===== src/rtl/tvn_pkg.sv =====
// Shared types, constants and helpers of the tiling value noise fBm block.
// No dependencies.
`default_nettype none

package tvn_pkg;

  localparam int unsigned MaxOctavesDef = 8;
  localparam int unsigned FracBitsDef   = 16;

  localparam int unsigned CoordW  = 32;
  localparam int unsigned NoiseW  = 16;
  localparam int unsigned FreqW   = 48;
  localparam int unsigned PeriodW = 32;
  localparam int unsigned AmpW    = 17;
  localparam int unsigned CfgW    = 16;
  localparam int unsigned OctCfgW = 4;
  localparam int unsigned HashW   = 24;

  localparam logic [31:0] HashMulX   = 32'd374761393;
  localparam logic [31:0] HashMulY   = 32'd668265263;
  localparam logic [31:0] HashMulMix = 32'd1274126177;
  localparam logic [17:0] FadeK      = 18'd196608;

  localparam logic [FreqW-1:0]   FreqOne     = 48'd4096;
  localparam logic [FreqW-1:0]   FreqCap     = 48'h8000_0000_0000;
  localparam logic [AmpW-1:0]    AmpOne      = 17'h1_0000;
  localparam logic [PeriodW-1:0] PeriodReset = 32'd256;

  localparam logic [CfgW-1:0]    TilePeriodReset  = 16'd256;
  localparam logic [OctCfgW-1:0] OctaveCountReset = 4'd4;
  localparam logic [CfgW-1:0]    LacunarityReset  = 16'd8192;
  localparam logic [CfgW-1:0]    OctaveGainReset  = 16'd32768;

  localparam logic [1:0] RegTilePeriod  = 2'd0;
  localparam logic [1:0] RegOctaveCount = 2'd1;
  localparam logic [1:0] RegLacunarity  = 2'd2;
  localparam logic [1:0] RegOctaveGain  = 2'd3;

  typedef struct packed {
    logic [FreqW-1:0]   freq;
    logic [PeriodW-1:0] period;
    logic [AmpW-1:0]    amp;
  } oct_par_t;

  localparam oct_par_t ParReset = '{freq: FreqOne, period: PeriodReset, amp: AmpOne};

  typedef enum logic [4:0] {
    StIdle, StMxl, StMxh, StMyl, StMyh, StSy, StFin, StModI, StMod, StWrap,
    StHx0, StHx1, StHy0, StHy1, StMx00, StMx10, StMx01, StMx11,
    StSqx, StFdx, StSqy, StFdy, StLra, StLrb, StLrc, StAcc, StSum,
    StDivI, StDiv, StDone
  } state_e;

  // coord * freq product (Q.12) to saturated signed 32 bits, floor; {sat, value}
  function automatic logic [32:0] scale_fin(input logic [79:0] p, input logic neg);
    logic [67:0] q;
    logic [32:0] r;
    q = 68'(p[79:12]) + 68'(|p[11:0]);
    if (!neg) begin
      r = (|p[79:43]) ? {1'b1, 32'h7FFF_FFFF} : {2'b00, p[42:12]};
    end else if (q > 68'h8000_0000) begin
      r = {1'b1, 32'h8000_0000};
    end else begin
      r = {1'b0, 32'(~q[31:0] + 32'd1)};
    end
    return r;
  endfunction

  function automatic logic [31:0] hash_premix(input logic [31:0] s);
    return s ^ (s >> 13);
  endfunction

  function automatic logic [HashW-1:0] hash_fin(input logic [31:0] h);
    logic [31:0] t;
    t = h ^ (h >> 16);
    return t[HashW-1:0];
  endfunction

endpackage

`default_nettype wire


===== src/rtl/tvn_cell.sv =====
// One octave cell: holds freq, period and amplitude of its octave and
// hands the next octave's values to its neighbor. Uses tvn_pkg.
`default_nettype none

module tvn_cell import tvn_pkg::*; (
  input  wire logic          clk_i,
  input  wire logic          rst_ni,
  input  wire oct_par_t      par_i,
  input  wire logic [CfgW-1:0] lac_i,
  input  wire logic [CfgW-1:0] gain_i,
  output oct_par_t           par_o,
  output oct_par_t           next_o
);

  oct_par_t    par_q;
  logic [63:0] fprod;
  logic [47:0] pprod;
  logic [32:0] aprod;
  logic [51:0] fnew;
  logic [35:0] pnew;

  always_ff @(posedge clk_i or negedge rst_ni) begin
    if (!rst_ni) begin
      par_q <= ParReset;
    end else begin
      par_q <= par_i;
    end
  end

  always_comb begin
    fprod = 64'(par_q.freq) * 64'(lac_i);
    pprod = 48'(par_q.period) * 48'(lac_i);
    aprod = 33'(par_q.amp) * 33'(gain_i);
    fnew  = fprod[63:12];
    pnew  = pprod[47:12];
    next_o.freq   = (fnew > 52'(FreqCap)) ? FreqCap : fnew[FreqW-1:0];
    if (|pnew[35:32]) begin
      next_o.period = 32'hFFFF_FFFF;
    end else if (pnew == 36'd0) begin
      next_o.period = 32'd1;
    end else begin
      next_o.period = pnew[31:0];
    end
    next_o.amp = aprod[32:16];
  end

  assign par_o = par_q;

endmodule

`default_nettype wire


===== config.mk =====
export PLATFORM = sky130hd
export DESIGN_NAME = tvn_cell
export DESIGN_NICKNAME = d
export VERILOG_FILES = /design/src/rtl/tvn_pkg.sv /design/src/rtl/tvn_cell.sv
export SDC_FILE = /design/constraint.sdc
export NUM_CORES = 2
export LEC_CHECK = 0
export ABC_AREA = 1
export BUFFER_PORTS_ARGS = -buffer_cell sky130_fd_sc_hd__buf_2
export CAP_MARGIN = 20
export CORE_UTILIZATION = 55
export CTS_CLUSTER_SIZE = 25
export DETAILED_ROUTE_END_ITERATION = 12
export PLACE_DENSITY = 0.76
export SETUP_SLACK_MARGIN = 0.02
export SLEW_MARGIN = 30
export SYNTH_ARGS = -nofsm -noshare
export SYNTH_HDL_FRONTEND = slang
export SYNTH_SLANG_ARGS = --single-unit

===== constraint.sdc =====
create_clock -name clk_i -period 10.33 [get_ports clk_i]
set_input_delay 1.5495 -clock clk_i [delete_from_list [all_inputs] [get_ports clk_i]]
set_output_delay 1.5495 -clock clk_i [all_outputs]
set_load 0.1 [all_outputs]

==> impl_metrics.ini <==
[status]
status = completed

[timing]
slew_headroom = 0.331
max_freq_mhz = 99.4
worst_pin_slew_ps = 1000
slew_violations = 0
rsz0062_at_grt = yes
fin_crit_ps = 10060
setup_viol = 0
hold_viol = 0
period_share = 0.974

[synthesis]
muxShareOfSynthArea = 0
yosys.area.top_type = fa_1
async_flop_share = 1.00
synth_top_family_by_area = adder cells
mappedNetlistNets = 9161
synthXorXnorAreaFrac = 0.0103
synth.area.top_cells = fa_1, nand2_1, inv_1
yosys.cell_types.count = 50
synthAdderAreaFrac = 0.538
synth_cells = 7413
synth_top_area_share = 0.458
synth_ff_type = dfrtp_1
postSynthAreaPerCell_sq_um = 7.45
synth.ff_latch_count = 97
synthSimpleGateAreaFrac = 0.198
synth_compound_area_frac = 0.0325
ys_seq_area_frac = 0.0440
synth_edf_count = 0
yosys_warnings = 0
synth_area_sq_um = 55200

[floorplan]
io_pins = 325
die_h_um = 319
dieArea_sq_um = 102000
placementRows = 115
fp.dieW_um = 319
initial_core_util = 0.558
coreArea_sq_um = 99000

[placement]
portBuffers = 324
dp_hpwl_um = 132000
dpl.cell_count = 8763
gp_congestion = 1.02

[clocking]
cts_buffers = 9
cts_buffer_depth = 2
clock_tree.htree_level_count = 3
clk_pin_slew_ps = 80
root_buffer = clkbuf_16
cts_sinks = 97
cts_tree = built

[worst_setup_path]
path_class = input pin to output port
worstSetupStartpointType = input pin
cp_max_fo = 20
critPathMaxStageDelay_ps = 560
slowest_stage = fa_1
path_common_cell = inv_1
required_ps = 8780
arrival_ps = 8510
cp-end-kind = output port

[grt]
grt-ovfl-total = 0
grtUsageTotal = 0.328
grt_pass1_vias = 49867
antenna_found_initial = 1
grt_max_degree = 65
grt_pass1_wl_um = 262000

[route]
drc = 0
dr.pass1.iters = 9
drt_iter0_markers = 3717
vias_per_cell = 5.30
wl_per_cell_um = 18.4
vias = 46595
postRouteAntennaNets = 0
wl_um = 162000

[cells_and_area]
nets = 9246
stdcell_count = 8792
largest_register_ffs = 97
layout-drive-gt1-share = 0.0769
fillCellCount = 8887
syn_to_final_growth_pct = 7.75

[hold_path]
holdCritPathClass = input pin to asynchronous set/reset pin

[run]
cap_violations = 0
## metrics by stage
stage | instance area (sq um) | setup TNS (ps) | util | hold WS [ps] | setup slack, ps
after floorplan | 55200 | 0 | - | 1250 | 135
after global placement | 58900 | 0 | 0.595 | 1540 | 154
after detailed placement | 58900 | 0 | 0.595 | 1550 | 140
after CTS | 59200 | 0 | 0.598 | 1070 | 99.7
after global routing | 59500 | -164 | 0.601 | 1100 | -18.4
final | 59500 | 0 | 0.601 | 1080 | 269
## critical path, delay by kind of cell
kind / cells / cell delay [ps]
and+or+nand+nor: 15 / 2140
adders and majority gates: 7 / 3510
buffers and inverters: 11 / 1280
## path summary, 6_finish.rpt
check / from / to / cells past startpoint
setup / recovery: lac_i[1] / next_o[53] / 33
hold / removal: rst_ni / par_o[14]$_DFF_PN0_ / 1
max in group asynchronous: rst_ni / par_o[57]$_DFF_PN0_ / 2
min in group clk_i: par_i[31] / par_o[31]$_DFF_PN0_ / 1
## placed cells by master, fill, tap and decap left out, drive strengths merged, types with 12 or more instances in the layout
cell type,count
dfrtp,94
o21ai,78
xor2,39
a21oi,168
o21a,14
nand3b,21
nand3,123
clkbuf,17
ha,352
a21o,12
nor3,33
inv,2195
nand4,27
nand2,2223
nor2,301
fa,1265
o21bai,20
buf,445
xnor2,26
## area by class of cell
type / instances / area [sq um] / share of cell area
well taps: 1287 / 1610 / 0.0271
flip-flops and latches: 97 / 2430 / 0.0408
clock buffers: 9 / 225 / 0.00378
multi-input cells: 4744 / 43200 / 0.726
repair buffers: 453 / 3770 / 0.0633
clock inverters: 7 / 61.3 / 0.00103
diodes: 2 / 5.00 / 0.0000841
inverters: 2193 / 8230 / 0.138
## cells by family (layout without fill, tap and decap cells)
group           after synthesis  in the layout
simple gates               2744           2744
xor+xnor                     65             65
fa+ha+maj                  1617           1617
buf+inv                    2572           2662
compound gates              318            318
other cells                   0              2
flops                        97             97
## Yosys cell counts (4+ instances only)
cell type / n
a21boi_0: 6
a21o_1: 12
a21oi_1: 167
a31oi_1: 8
and2_1: 5
buf_2: 8
buf_4: 5
clkbuf_1: 359
dfrtp_1: 94
fa_1: 1265
ha_1: 352
inv_1: 2185
inv_2: 6
nand2_1: 2212
nand2_2: 11
nand3_1: 121
nand3b_1: 21
nand4_1: 27
nor2_1: 261
nor2_2: 15
nor2_4: 25
nor3_1: 30
nor4_1: 6
o211ai_1: 4
o21a_1: 14
o21ai_0: 71
o21ai_1: 6
o21bai_1: 18
xnor2_1: 26
xor2_1: 39
## routing by layer
metal  up-vias  wire length [um]  share of wire  GRT usage
met3       499             14300          0.088     0.0535
met5         -                 0              0          0
li1      20875                 -              -          -
met2      2264             76900           0.48      0.549
met1     22957             61700           0.38      0.415
met4         0              8880          0.055      0.161
## timing repair
action | in CTS | in global routing
setup buffers | 0 | 6
resized for setup | 0 | 51
hold buffers | 0 | 0
setup endpoints to repair | 0 | 79
Power is not shown: default switching activity piles up to over one toggle a cycle in this logic, so the estimate is an artifact.
